[src/sv/rac_pkg.sv]
`default_nettype none

package rac_pkg;

    localparam int VALUE_BITS_DEF = 31;

    localparam int RADIX_W = 6;
    localparam int DIGIT_W = 5;
    localparam int CHAR_W  = 7;

    localparam logic [RADIX_W-1:0] RADIX_MIN   = 6'd2;
    localparam logic [RADIX_W-1:0] RADIX_MAX   = 6'd32;
    localparam logic [RADIX_W-1:0] RADIX_RESET = 6'd10;

    localparam logic [CHAR_W-1:0]  CHAR_ZERO  = 7'd48;
    localparam logic [CHAR_W-1:0]  CHAR_A     = 7'd65;
    localparam logic [DIGIT_W-1:0] DIGIT_NINE = 5'd9;
    localparam logic [DIGIT_W-1:0] DIGIT_TEN  = 5'd10;

    typedef logic [DIGIT_W-1:0] t_digit;

    function automatic logic [CHAR_W-1:0] digit_to_ascii(input t_digit d);
        logic [CHAR_W-1:0] r;
        if (d <= DIGIT_NINE) begin
            r = CHAR_ZERO + CHAR_W'(d);
        end else begin
            r = CHAR_A + CHAR_W'(d - DIGIT_TEN);
        end
        return r;
    endfunction

    function automatic logic [RADIX_W-1:0] clamp_radix(input logic [RADIX_W-1:0] v);
        logic [RADIX_W-1:0] r;
        if (v < RADIX_MIN) begin
            r = RADIX_MIN;
        end else if (v > RADIX_MAX) begin
            r = RADIX_MAX;
        end else begin
            r = v;
        end
        return r;
    endfunction

endpackage

`default_nettype wire

[src/sv/radix_ascii_converter_top.sv]
`default_nettype none

// radix_ascii_converter_top
//
// converts a non-negative integer to ASCII digit characters in the radix held
// in the configuration register (2..32, reset 10, writes outside are clamped)
//
// request: i_value is taken at a clock edge with start high and busy low
// results: one character per cycle on o_digit_char, marked by o_digit_valid,
//   most significant first; o_last_digit flags the final character; a value
//   of zero gives the single character '0'
// configuration: i_cfg_data is written at an edge with i_cfg_we high; the user
//   must write it only while busy is low, the block itself does not enforce this
//
// each digit costs one full bit-serial division by the radix in the shared
//   divider; digits are stacked and then read back
// reset clears the controller and sets the radix to 10; stacked digits are
//   not cleared; the receiver cannot stall, characters leave at one per cycle

module radix_ascii_converter_top
    import rac_pkg::*;
#(
    parameter int VALUE_BITS = VALUE_BITS_DEF
) (
    input  wire logic                  i_clk,
    input  wire logic                  i_rst_n,
    input  wire logic                  start,
    output      logic                  busy,
    input  wire logic [VALUE_BITS-1:0] i_value,
    input  wire logic                  i_cfg_we,
    input  wire logic [RADIX_W-1:0]    i_cfg_data,
    output      logic                  o_digit_valid,
    output      logic [CHAR_W-1:0]     o_digit_char,
    output      logic                  o_last_digit
);

    localparam int IDX_W = $clog2(VALUE_BITS);
    localparam int CNT_W = $clog2(VALUE_BITS + 1);

    localparam logic [1:0] S_IDLE = 2'd0;
    localparam logic [1:0] S_DIV  = 2'd1;
    localparam logic [1:0] S_EMIT = 2'd2;

    logic [1:0]          r_state, n_state;
    logic [RADIX_W-1:0]  r_radix, n_radix;
    logic [CNT_W-1:0]    r_cnt, n_cnt;
    logic [IDX_W-1:0]    r_ptr, n_ptr;
    logic                r_valid, n_valid;
    logic [CHAR_W-1:0]   r_char;
    logic                r_last;
    t_digit              r_stack [VALUE_BITS];

    logic                  div_load;
    logic [VALUE_BITS-1:0] div_in;
    logic                  div_done;
    logic [VALUE_BITS-1:0] div_quo;
    t_digit                div_digit;
    logic                  quo_zero;

    rac_div_serial #(
        .VALUE_BITS (VALUE_BITS)
    ) u_div (
        .i_clk       (i_clk),
        .i_rst_n     (i_rst_n),
        .i_load      (div_load),
        .i_dividend  (div_in),
        .i_radix     (r_radix),
        .o_done      (div_done),
        .o_quotient  (div_quo),
        .o_remainder (div_digit)
    );

    assign quo_zero = (div_quo == '0);

    always_comb begin
        n_radix = r_radix;
        if (i_cfg_we) begin
            n_radix = clamp_radix(i_cfg_data);
        end
    end

    always_comb begin
        n_state  = r_state;
        n_cnt    = r_cnt;
        n_ptr    = r_ptr;
        n_valid  = 1'b0;
        div_load = 1'b0;
        div_in   = i_value;
        unique case (r_state)
            S_IDLE: begin
                if (start) begin
                    div_load = 1'b1;
                    n_cnt    = '0;
                    n_state  = S_DIV;
                end
            end
            S_DIV: begin
                if (div_done) begin
                    n_cnt = r_cnt + 1'b1;
                    if (quo_zero) begin
                        n_ptr   = r_cnt[IDX_W-1:0];
                        n_state = S_EMIT;
                    end else begin
                        div_load = 1'b1;
                        div_in   = div_quo;
                    end
                end
            end
            S_EMIT: begin
                n_valid = 1'b1;
                if (r_ptr == '0) begin
                    n_state = S_IDLE;
                end else begin
                    n_ptr = r_ptr - 1'b1;
                end
            end
            default: begin
                n_state = S_IDLE;
            end
        endcase
    end

    always_ff @(posedge i_clk) begin
        if (!i_rst_n) begin
            r_state <= S_IDLE;
            r_radix <= RADIX_RESET;
            r_cnt   <= '0;
            r_ptr   <= '0;
            r_valid <= 1'b0;
        end else begin
            r_state <= n_state;
            r_radix <= n_radix;
            r_cnt   <= n_cnt;
            r_ptr   <= n_ptr;
            r_valid <= n_valid;
        end
    end

    // digit stack, least significant pushed first
    always_ff @(posedge i_clk) begin
        if (r_state == S_DIV && div_done) begin
            r_stack[r_cnt[IDX_W-1:0]] <= div_digit;
        end
    end

    always_ff @(posedge i_clk) begin
        if (r_state == S_EMIT) begin
            r_char <= digit_to_ascii(r_stack[r_ptr]);
            r_last <= (r_ptr == '0);
        end
    end

    assign busy          = (r_state != S_IDLE);
    assign o_digit_valid = r_valid;
    assign o_digit_char  = r_char;
    assign o_last_digit  = r_last;

    a_strobe_from_emit: assert property (@(posedge i_clk) disable iff (!i_rst_n)
        o_digit_valid |-> $past(r_state) == S_EMIT)
        else $error("character strobe without emit phase");

    a_last_ends_request: assert property (@(posedge i_clk) disable iff (!i_rst_n)
        (o_digit_valid && o_last_digit) |-> (r_state == S_IDLE))
        else $error("last character while request still active");

    a_cnt_bound: assert property (@(posedge i_clk) disable iff (!i_rst_n)
        r_cnt <= CNT_W'(VALUE_BITS))
        else $error("digit count beyond value width");

    a_radix_range: assert property (@(posedge i_clk) disable iff (!i_rst_n)
        (r_radix >= RADIX_MIN) && (r_radix <= RADIX_MAX))
        else $error("radix register outside 2..32");

endmodule

`default_nettype wire

[src/sv/rac_div_serial.sv]
`default_nettype none

module rac_div_serial
    import rac_pkg::*;
#(
    parameter int VALUE_BITS = VALUE_BITS_DEF
) (
    input  wire logic                  i_clk,
    input  wire logic                  i_rst_n,
    input  wire logic                  i_load,
    input  wire logic [VALUE_BITS-1:0] i_dividend,
    input  wire logic [RADIX_W-1:0]    i_radix,
    output      logic                  o_done,
    output      logic [VALUE_BITS-1:0] o_quotient,
    output      t_digit                o_remainder
);

    localparam int BIT_W = $clog2(VALUE_BITS);
    localparam logic [BIT_W-1:0] BIT_LAST = BIT_W'(VALUE_BITS - 1);

    logic                  r_busy;
    logic                  r_done;
    logic [BIT_W-1:0]      r_bit;
    logic [VALUE_BITS-1:0] r_quo;
    t_digit                r_rem;

    logic [RADIX_W-1:0]    trial;
    logic                  q_bit;
    t_digit                n_rem;

    // one restoring step: bring down the next dividend bit
    always_comb begin
        trial = {r_rem, r_quo[VALUE_BITS-1]};
        q_bit = (trial >= i_radix);
        if (q_bit) begin
            n_rem = DIGIT_W'(trial - i_radix);
        end else begin
            n_rem = DIGIT_W'(trial);
        end
    end

    always_ff @(posedge i_clk) begin
        if (!i_rst_n) begin
            r_busy <= 1'b0;
            r_done <= 1'b0;
            r_bit  <= '0;
        end else begin
            r_done <= r_busy && (r_bit == BIT_LAST);
            if (i_load) begin
                r_busy <= 1'b1;
                r_bit  <= '0;
            end else if (r_busy) begin
                r_bit <= r_bit + 1'b1;
                if (r_bit == BIT_LAST) begin
                    r_busy <= 1'b0;
                end
            end
        end
    end

    always_ff @(posedge i_clk) begin
        if (i_load) begin
            r_quo <= i_dividend;
            r_rem <= '0;
        end else if (r_busy) begin
            r_quo <= {r_quo[VALUE_BITS-2:0], q_bit};
            r_rem <= n_rem;
        end
    end

    assign o_done      = r_done;
    assign o_quotient  = r_quo;
    assign o_remainder = r_rem;

endmodule

`default_nettype wire
[config.mk]
export PLATFORM = sky130hd
export DESIGN_NAME = radix_ascii_converter_top
export DESIGN_NICKNAME = d
export VERILOG_FILES = /design/src/sv/rac_pkg.sv /design/src/sv/radix_ascii_converter_top.sv /design/src/sv/rac_div_serial.sv
export SDC_FILE = /design/constraint.sdc
export NUM_CORES = 1
export LEC_CHECK = 0
export BUFFER_PORTS_ARGS = -buffer_cell sky130_fd_sc_hd__clkbuf_2
export CAP_MARGIN = 40
export CORE_MARGIN = 4
export CORE_UTILIZATION = 57
export CTS_BUF_LIST = sky130_fd_sc_hd__clkbuf_4 sky130_fd_sc_hd__clkbuf_8 sky130_fd_sc_hd__clkbuf_16
export CTS_CLUSTER_SIZE = 30
export DETAILED_ROUTE_END_ITERATION = 16
export GPL_TIMING_DRIVEN = 0
export PLACE_DENSITY = 0.75
export SLEW_MARGIN = 15
export SYNTH_ARGS = -nofsm -noshare
export SYNTH_HDL_FRONTEND = slang
export SYNTH_SLANG_ARGS = --single-unit
export TNS_END_PERCENT = 5
[constraint.sdc]
create_clock -name i_clk -period 3.78 [get_ports i_clk]
set_input_delay 0.756 -clock i_clk [delete_from_list [all_inputs] [get_ports i_clk]]
set_output_delay 0.756 -clock i_clk [all_outputs]
set_load 0.005 [all_outputs]
==> impl_metrics.toml, run 1 <==
[status]
outcome = "complete, no violations"

[floorplan]
ios = 51
start_util_pct = 58.8
die_w_um = 140
core_mm2 = 0.0168
rows = 47
dieArea_mm2 = 0.0195
die_h_um = 140

[power]
power_frac_seq_pct = 54.0
p_switching_uw = 1190
ir_drop_mv = 0.322
p_sw_share_pct = 21.4
combPwrFrac_pct = 6.5
powerDensity_mw_per_mm2 = 492
pwr-share-clk_pct = 39.5
p_int_uw = 4350
leakage_uw = 0.00390

[yosys]
yosysSeqAreaShare_pct = 66.2
synth_nets = 716
synth_top_area_share_pct = 58.9
synth_edf_count = 194
synth_ff_type = "edfxtp_1"
ys_warn_count = 0
syn-cell-area_mm2 = 0.00989
netlist_instances = 657
ys_async_sr_fraction_pct = 0
yosysMostFrequentCell = "edfxtp_1"
synth.avg_cell_area_um2 = 15.1
synth_cell_types = 63
yosys-top-cells-count = "edfxtp_1, nor2_1, mux2_2"
synth_area_leaders = "edfxtp_1, dfxtp_1, mux4_2"
ys_seq_elements = 230
synth_largest_area_cell = "edfxtp_1"

[critical_path]
cp.arrival_ns = 3.93
max_stage_delay_ns = 0.44
worstSetupPathType = "flip-flop to flip-flop"
cpMaxStageDelayCell = "a311o_1"
regToRegSetupSlack_ns = 0.1
cp.depth = 12
path_buf_inv = 3
crit_path_start_kind = "flip-flop"
r2r_cells = 12
crit_path_end_kind = "flip-flop"
crit_fanout = 10
path_cells = "buf_6 -> buf_6 -> buf_4 -> mux2i_1 -> o21ai_0 -> a311o_1 -> a221oi_4 -> ha_1 -> a31oi_1 -> a211o_2 -> a21boi_0 -> o21ai_0"
cp_data_required_time_ns = 4.03
crit_path_end = "o_digit_char[3]$_DFFE_PP_"
crit_family = "compound AO/OA/AOI/OAI gates"
r2r_end = "o_digit_char[3]$_DFFE_PP_"

[timing]
rsz0062_at_grt = "false"
fin_hold_ws_ns = 0.511
max_freq_ghz = 0.272
final.setup.tns_ns = 0
finalCriticalPeriod_ns = 3.68
slew_headroom_pct = 50.3
worst_pin_slew_ns = 0.746
setup_slack_ns = 0.0980
min_period_over_period_pct = 97.4
hold_viol_final = 0
skew_ns = 0.0198
setup_viol = 0
drv_slew = 0

[clock_tree]
cts-root-buf = "clkbuf_16"
worst_skew_pair.late_latency_ns = 0.51
h-tree-depth = 1
cts_sinks = 230
cts_tree = "built"
clk_pin_slew_ns = 0.06
post-cts-setup-buffer-count = 0
clk_path_buf_depth = 3
cts_inserted_buffers = 23

[place]
postPlaceCellArea_mm2 = 0.0105
portBuffers = 49
dp_hpwl_um = 15000
place_congestion = 0.829
dp_slack_ns = 0.0285

[global_routing]
grt_remaining_overflow = 0
grt_start_max_net_pins = 25
grt_pass1_vias = 6202
antenna_found_initial = 0
grtUsageTotal_pct = 22.2
grt_pass1_wl_um = 34100

[cells_and_area]
syn2layout_area_growth_pct = 13.8
fin_nets = 796
finalInstanceArea_mm2 = 0.0113
antennaDiodeCount = 0
final_core_util_pct = 66.9
layout-drive-gt1-share_pct = 25.1

[flow_run]
maxCapViolations = 0

[routing]
first_iter_violations = 631
routed_wl_um = 21700
antenna_left = 0
dr.pass1.iters = 5
drc = 0
routedWlPerCell_um = 22.3
routed-via-count = 5919
viasPerCell = 6.08

[worst_hold_path]
worstHoldPathType = "flip-flop to flip-flop"
repair_timing:
action / in CTS / in global routing
endpoints found under the setup margin: 4 / 4
resized for setup: 1 / 3
hold buffers: 0 / 0
worst min-delay path, stage by stage (launching register included):
cell and delay (ns):
dfxtp_1 0.29, inv_1 0.08, o211ai_1 0.08
cell type report:
type,count,area (um2)
Buffer,30,156
Clock buffer,33,657
Clock inverter,8,66.3
Fill cell,1179,5570
Inverter,24,90.1
Multi-Input combinational cell,373,3110
Sequential cell,230,6550
Tap cell,220,275
Timing Repair Buffer,55,348
flip-flops by register name, summed over array words and instances (netlist names), named ones only:
signal / cells
u_div.o_done: 1
r_radix: 6
u_div.o_remainder: 5
o_last_digit: 1
o_digit_valid: 1
u_div.o_quotient: 31
r_stack: 155
r_ptr: 5
u_div.r_busy: 1
u_div.r_bit: 5
o_digit_char: 7
r_state: 2
r_cnt: 5
cells by family after synthesis:
family          count (synthesis)  synth area share, %
simple gates                  173                 8.62
compound gates                 86                 6.10
fa+ha+maj                      18                 2.35
mux                            84                 13.2
xor+xnor                       12                 1.06
flops                         230                 66.2
buf+inv                        54                 2.44
worst min-delay path by stage:
stage / startpoint / endpoint / slack (ns) / cells past startpoint
5_1_grt: r_ptr[4]$_SDFFE_PN0P_ / flip-flop / 0.53 / 2
4_1_cts: r_ptr[4]$_SDFFE_PN0P_ / r_ptr[4]$_SDFFE_PN0P_ / 0.51 / 2
3_3_place_gp: r_ptr[4]$_SDFFE_PN0P_ / r_ptr[4]$_SDFFE_PN0P_ / 0.48 / 2
6_report: r_radix[3]$_SDFFE_PN1P_ / r_radix[3]$_SDFFE_PN1P_ / 0.51 / 2
3_5_place_dp: r_ptr[4]$_SDFFE_PN0P_ / flip-flop / 0.49 / 2
2_1_floorplan: r_ptr[4]$_SDFFE_PN0P_ / flip-flop / 0.45 / 2
cells in the final DEF, fill, tap and decap left out, types with 9 or more instances in the layout:
master       n
mux2_2      41
mux4_2      28
a21oi_1     15
nor2_1      63
clkbuf_4    11
inv_1       24
nand2_1     35
dfxtp_1     36
ha_1        16
nand4_1      9
o21ai_0     22
clkbuf_1    16
edfxtp_1   194
clkbuf_2    49
clkbuf_16   23
mux2i_1     11
nor2b_1     12
power groups by stage:
| stage | clock (uW) | combinational, uW | sequential (uW) |
|---|---|---|---|
| 2_1_floorplan | 0 | 197 | 3030 |
| 3_3_place_gp | 0 | 250 | 3080 |
| 3_5_place_dp | 0 | 360 | 3040 |
| 4_1_cts | 2200 | 364 | 2990 |
| 5_1_grt | 2320 | 403 | 3000 |
| 6_report | 2190 | 361 | 2990 |
metal layers:
| metal | vias to the layer above | GRT usage (%) | part of all wire, % | routed length, um |
|---|---|---|---|---|
| met5 | - | 0 | 0 | 0 |
| met4 | 0 | 7.50 | 2.7 | 580 |
| met3 | 43 | 3.64 | 6.8 | 1480 |
| met2 | 238 | 38.0 | 50 | 10900 |
| met1 | 2967 | 29.1 | 40 | 8710 |
| li1 | 2671 | - | - | - |
through the flow:
stage | power, uW | cells
floorplan | 3230 | 657
finish | 5540 | 973
CTS | 5550 | 973
global route | 5720 | 973
global placement | 3330 | 926
detailed placement | 3400 | 932
Power figures use the tool's default switching activity.
==> inputs of run 2 (changes only) <==
--- a/config.mk
+++ b/config.mk
@@ -17,5 +17,6 @@
 export SLEW_MARGIN = 15
 export SYNTH_ARGS = -nofsm -noshare
 export SYNTH_HDL_FRONTEND = slang
+export SYNTH_HIERARCHICAL = 1
 export SYNTH_SLANG_ARGS = --single-unit
 export TNS_END_PERCENT = 5
==> impl_metrics.toml, run 2 <==
[status]
outcome = "complete, no violations"

[place]
dp_slack_ns = 0.257
place_congestion = 0.860
portBuffers = 50
dp_hpwl_um = 15700

[timing]
fin_hold_ws_ns = 0.496
skew_ns = 0.0160
hold_viol_final = 0
worst_pin_slew_ns = 0.876
drv_slew = 0
slew_headroom_pct = 41.5
max_freq_ghz = 0.290
setup_viol = 0
finalCriticalPeriod_ns = 3.45
min_period_over_period_pct = 91.3
final.setup.tns_ns = 0
rsz0062_at_grt = "false"
setup_slack_ns = 0.329

[yosys]
yosysSeqAreaShare_pct = 63.4
yosys-top-cells-count = "edfxtp_1, mux2_2, nor2_1"
syn-cell-area_mm2 = 0.0103
ys_seq_elements = 230
synth_cell_types = 71
yosysMostFrequentCell = "edfxtp_1"
synth_nets = 762
ys_warn_count = 6
netlist_instances = 703
synth_compound_area_share_pct = 6.05
synthAdderAreaFrac_pct = 2.25
yosys.area_share.simple_pct = 9.33
synth_mux_area_share_pct = 15.4
synth_top_area_share_pct = 56.4
synth_top_family_by_area = "multiplexers"
synth_largest_area_cell = "edfxtp_1"
synth_area_leaders = "edfxtp_1, mux2_2, dfxtp_1"
synth-xor-area-share_pct = 0.933
synth_edf_count = 194
synth.avg_cell_area_um2 = 14.7
ys_async_sr_fraction_pct = 0
synth_ff_type = "edfxtp_1"

[floorplan]
die_w_um = 143
core_mm2 = 0.0175
ios = 51
rows = 48
die_h_um = 143
dieArea_mm2 = 0.0203
start_util_pct = 58.9

[power]
power_frac_seq_pct = 51.3
p_switching_uw = 1240
p_sw_share_pct = 21.2
powerDensity_mw_per_mm2 = 497
leakage_uw = 0.00401
ir_drop_mv = 0.314
combPwrFrac_pct = 7.0
p_int_uw = 4620
pwr-share-clk_pct = 41.7

[critical_path]
cp.arrival_ns = 3.67
r2r_end = "o_digit_char[4]$_DFFE_PP_"
crit_path_start_kind = "flip-flop"
worstSetupPathType = "flip-flop to flip-flop"
cp_data_required_time_ns = 4.00
regToRegSetupSlack_ns = 0.33
crit_path_end_kind = "flip-flop"
r2r_cells = 12
crit_fanout = 10

[flow_run]
maxCapViolations = 0

[cells_and_area]
nFillCells = 1184
largest_register_ffs = 155
syn2layout_area_growth_pct = 14.2
final_cell_mix = "edfxtp_1, mux2_2, nor2_1"
layout-drive-gt1-share_pct = 28.6
fin_nets = 842
antennaDiodeCount = 0
mostFrequentLayoutCell = "edfxtp_1"

[worst_hold_path]
worstHoldPathType = "flip-flop to flip-flop"
min_path_cells = 2
min-delay-start = "r_ptr[4]$_SDFFE_PN0P_"

[clock_tree]
cts-root-buf = "clkbuf_16"
cts_sinks = 230
clk_path_buf_depth = 3
h-tree-depth = 1
cts_tree = "built"
worst_skew_pair.late_latency_ns = 0.51
clk_pin_slew_ns = 0.06
cts_inserted_buffers = 23

[routing]
routed_wl_um = 22900
viasPerCell = 6.27
antenna_left = 0
first_iter_violations = 735
dr.pass1.iters = 5
drc = 0
routed-via-count = 6430
routedWlPerCell_um = 22.3

[global_routing]
antenna_found_initial = 0
grtUsageTotal_pct = 23.1
grt_pass1_vias = 6568
grt_pass1_wl_um = 36400
grt_remaining_overflow = 0
grt_start_max_net_pins = 32
## run 2: changes by cell type after synthesis, sizes merged, moves of 5 or more
cell    previous run  this run
and2               8         1
o21ai             23        14
nor2              63        68
nor3               3         8
nor2b             12         5
nand2b             8        13
mux2              41        75
## run 2: worst max-delay path by stage
stage,to,slack (ns),cells past startpoint,start
floorplan,u_div/o_quotient[0]$_DFFE_PP_,1.12,8,u_div/o_quotient[8]$_DFFE_PP_
global placement,u_div/o_quotient[19]$_DFFE_PP_,0.38,8,u_div/o_quotient[7]$_DFFE_PP_
detailed placement,u_div/o_quotient[19]$_DFFE_PP_,0.26,8,u_div/o_quotient[7]$_DFFE_PP_
CTS,u_div/o_quotient[22]$_DFFE_PP_,0.19,8,u_div/o_quotient[7]$_DFFE_PP_
global route,u_div/o_quotient[22]$_DFFE_PP_,0.09,8,u_div/o_quotient[8]$_DFFE_PP_
finish,o_digit_char[4]$_DFFE_PP_,0.33,12,flip-flop
## run 2: cell families (layout without fill, tap and decap cells)
group,after synthesis,in the layout
adder cells (fa/ha/maj),18,18
multiplexers,115,115
buffers and inverters,57,154
flip-flops,230,230
AO/OA/AOI/OAI,81,81
AND/OR/NAND/NOR,191,191
XOR/XNOR,11,11
## run 2: area by class of cell
type / count / area [um2] / area share (%)
clock buffer: 31 / 672 / 5.70
tap: 225 / 282 / 2.39
multi-input combinational: 416 / 3510 / 29.8
sequential: 230 / 6550 / 55.5
clock inverter: 11 / 164 / 1.39
timing repair buffer: 55 / 350 / 2.97
inverter: 24 / 90.1 / 0.764
buffer: 33 / 179 / 1.52
## run 2: worst max-delay path: stages (launching register included)
cell and delay (ns):
dfxtp_1 0.38, buf_6 0.18, buf_6 0.21, buf_2 0.30, nor3b_1 0.12, a221oi_1 0.40
nand4_1 0.28, nand2_1 0.25, ha_1 0.17, o2111ai_1 0.19, a221o_1 0.36, nand2_2 0.16
o221ai_1 0.16
## run 2: power groups by stage
| stage | registers [uW] | logic [uW] | clock network, uW |
|---|---|---|---|
| floorplan | 3040 | 229 | 0 |
| global placement | 3100 | 287 | 0 |
| detailed placement | 3060 | 399 | 0 |
| CTS | 3010 | 403 | 2470 |
| global route | 3020 | 445 | 2610 |
| finish | 3010 | 407 | 2440 |
## run 2: timing repair
| action | in CTS | in global routing |
|---|---|---|
| endpoints found under the setup margin | 0 | 31 |
| buffers inserted | 0 | 0 |
| resized for setup | 0 | 2 |
| hold buffers | 0 | 0 |
## run 2: metal layers
metal	wire length [um]	track usage (%)	share of wire, %
met1	9030	30.5	39
met2	11600	39.5	51
met3	1600	3.86	7.0
met4	661	6.95	2.9
met5	0	0	0
## run 2: through the flow
step	utilization, %	std cells	cell area [um2]	total power, uW
after detailed placement	62.5	983	11000	3460
after CTS	67.3	1025	11800	5880
after global placement	61.9	978	10900	3390
after floorplan	-	703	10300	3270
final	67.3	1025	11800	5860
after global routing	67.3	1025	11800	6080
==> inputs of run 3 (changes only) <==
--- a/config.mk
+++ b/config.mk
@@ -13,7 +13,8 @@
 export CTS_CLUSTER_SIZE = 30
 export DETAILED_ROUTE_END_ITERATION = 16
 export GPL_TIMING_DRIVEN = 0
-export PLACE_DENSITY = 0.75
+export HOLD_SLACK_MARGIN = 0.08
+export PLACE_DENSITY = 0.71
 export SLEW_MARGIN = 15
 export SYNTH_ARGS = -nofsm -noshare
 export SYNTH_HDL_FRONTEND = slang
==> impl_metrics.toml, run 3 (synthesized netlist as in run 2, its figures left out) <==
[floorplan]
die_h_um = 143
rows = 48
ios = 51
core_mm2 = 0.0175
dieArea_mm2 = 0.0203
start_util_pct = 58.9
die_w_um = 143

[clock_tree]
cts_inserted_buffers = 24
cts_sinks = 230
clk_pin_slew_ns = 0.06
worst_skew_pair.late_latency_ns = 0.52
h-tree-depth = 1
post-cts-setup-buffer-count = 0
clk_path_buf_depth = 3
cts-root-buf = "clkbuf_16"
ctsResizeCount = 0
cts_tree = "built"
cts_hold_buf = 0

[worst_hold_path]
worstHoldEndpoint = "r_radix[3]$_SDFFE_PN1P_"
min-delay-start = "i_cfg_data[3]"
worstHoldPathType = "primary input to flip-flop"
min_path_cells = 2

[cells_and_area]
fin_nets = 843
antennaDiodeCount = 0
multiInputGateArea_mm2 = 0.00351
largest_register_ffs = 155
fin_cells = 1027
final_cell_mix = "edfxtp_1, mux2_2, nor2_1"
syn2layout_area_growth_pct = 14.0
mostFrequentLayoutCell = "edfxtp_1"
layout-drive-gt1-share_pct = 28.6
nFillCells = 1230
seq_area_mm2 = 0.00655

[routing]
viasPerCell = 6.14
routed-via-count = 6302
dr.pass1.iters = 5
drc = 0
antenna_left = 0
first_iter_violations = 461
routed_wl_um = 22100
routedWlPerCell_um = 21.5

[timing]
max_freq_ghz = 0.295
setup_viol = 0
min_period_over_period_pct = 89.8
finalCriticalPeriod_ns = 3.39
drv_slew = 0
rsz0062_at_grt = "false"
hold_viol_final = 0
slew_headroom_pct = 39.8
final.setup.tns_ns = 0
skew_ns = 0.00774
worst_pin_slew_ns = 0.890

[global_routing]
grt_start_max_net_pins = 32
grtUsageTotal_pct = 22.4
grt_pass1_vias = 6457
grt_remaining_overflow = 0
grt_pass1_wl_um = 35400
antenna_found_initial = 0

[power]
leakage_uw = 0.00401
ir_drop_mv = 0.468
powerDensity_mw_per_mm2 = 494
total_power_uw = 5810

[critical_path]
r2r_end = "o_digit_char[4]$_DFFE_PP_"
regToRegSetupSlack_ns = 0.39
crit_path_end_kind = "flip-flop"
crit_fanout = 10
cp_data_required_time_ns = 4.02
worstSetupPathType = "flip-flop to flip-flop"
crit_path_start_kind = "flip-flop"
r2r_cells = 12
cp.arrival_ns = 3.64

[place]
portBuffers = 50
dp_hpwl_um = 15400
numPlacedInstances = 983
place_congestion = 0.874

[flow_run]
maxCapViolations = 0

[status]
outcome = "complete, no violations"
[run 3: worst max path at each step]
stage                                              start                              to  cells after the start
after floorplan            u_div/o_quotient[8]$_DFFE_PP_   u_div/o_quotient[0]$_DFFE_PP_                      8
after global placement     u_div/o_quotient[7]$_DFFE_PP_  u_div/o_quotient[25]$_DFFE_PP_                      8
after detailed placement  u_div/o_quotient[23]$_DFFE_PP_  u_div/o_quotient[24]$_DFFE_PP_                      8
after CTS                 u_div/o_quotient[23]$_DFFE_PP_  u_div/o_quotient[26]$_DFFE_PP_                      8
after global routing      u_div/o_quotient[23]$_DFFE_PP_  u_div/o_quotient[26]$_DFFE_PP_                      8
final                                          flip-flop       o_digit_char[4]$_DFFE_PP_                     12
[run 3: power breakdown]
group          internal (uW)  switching, uW
clock                   1460            958
combinational            181            220
sequential              2900           90.2
[run 3: metal layers]
| metal | GRT usage [%] | wire length, um | up-vias |
|---|---|---|---|
| met3 | 4.67 | 1640 | 58 |
| met5 | 0 | 0 | - |
| li1 | - | - | 2880 |
| met2 | 36.9 | 10800 | 268 |
| met1 | 30.0 | 8860 | 3096 |
| met4 | 7.60 | 735 | 0 |
[run 3: stage by stage]
step / utilization (%) / hold slack (ns) / worst slack (ns) / instance area [um2]
4_1_cts: 67.1 / 0.463 / 0.316 / 11800
2_1_floorplan: - / 0.442 / 1.12 / 10300
5_1_grt: 67.1 / 0.485 / 0.0640 / 11800
3_3_place_gp: 61.9 / 0.469 / 0.398 / 10900
3_5_place_dp: 62.4 / 0.467 / 0.345 / 10900
6_report: 67.1 / 0.479 / 0.387 / 11800
[run 3: area by class of cell]
class | count | area share [%]
timing repair buffer | 55 | 2.87
multi-input combinational | 416 | 29.8
buffer | 33 | 1.51
clock inverter | 16 | 1.37
inverter | 24 | 0.766
clock buffer | 28 | 5.61
tap | 225 | 2.39
sequential | 230 | 55.6
[run 3: critical path: stages, from the launching register on]
cell,delay [ns]
dfxtp_1,0.32
buf_6,0.16
buf_6,0.21
buf_2,0.34
nor3b_1,0.12
a221oi_1,0.37
nand4_1,0.28
nand2_1,0.25
ha_1,0.18
o2111ai_1,0.20
a221o_1,0.36
nand2_2,0.17
o221ai_1,0.15
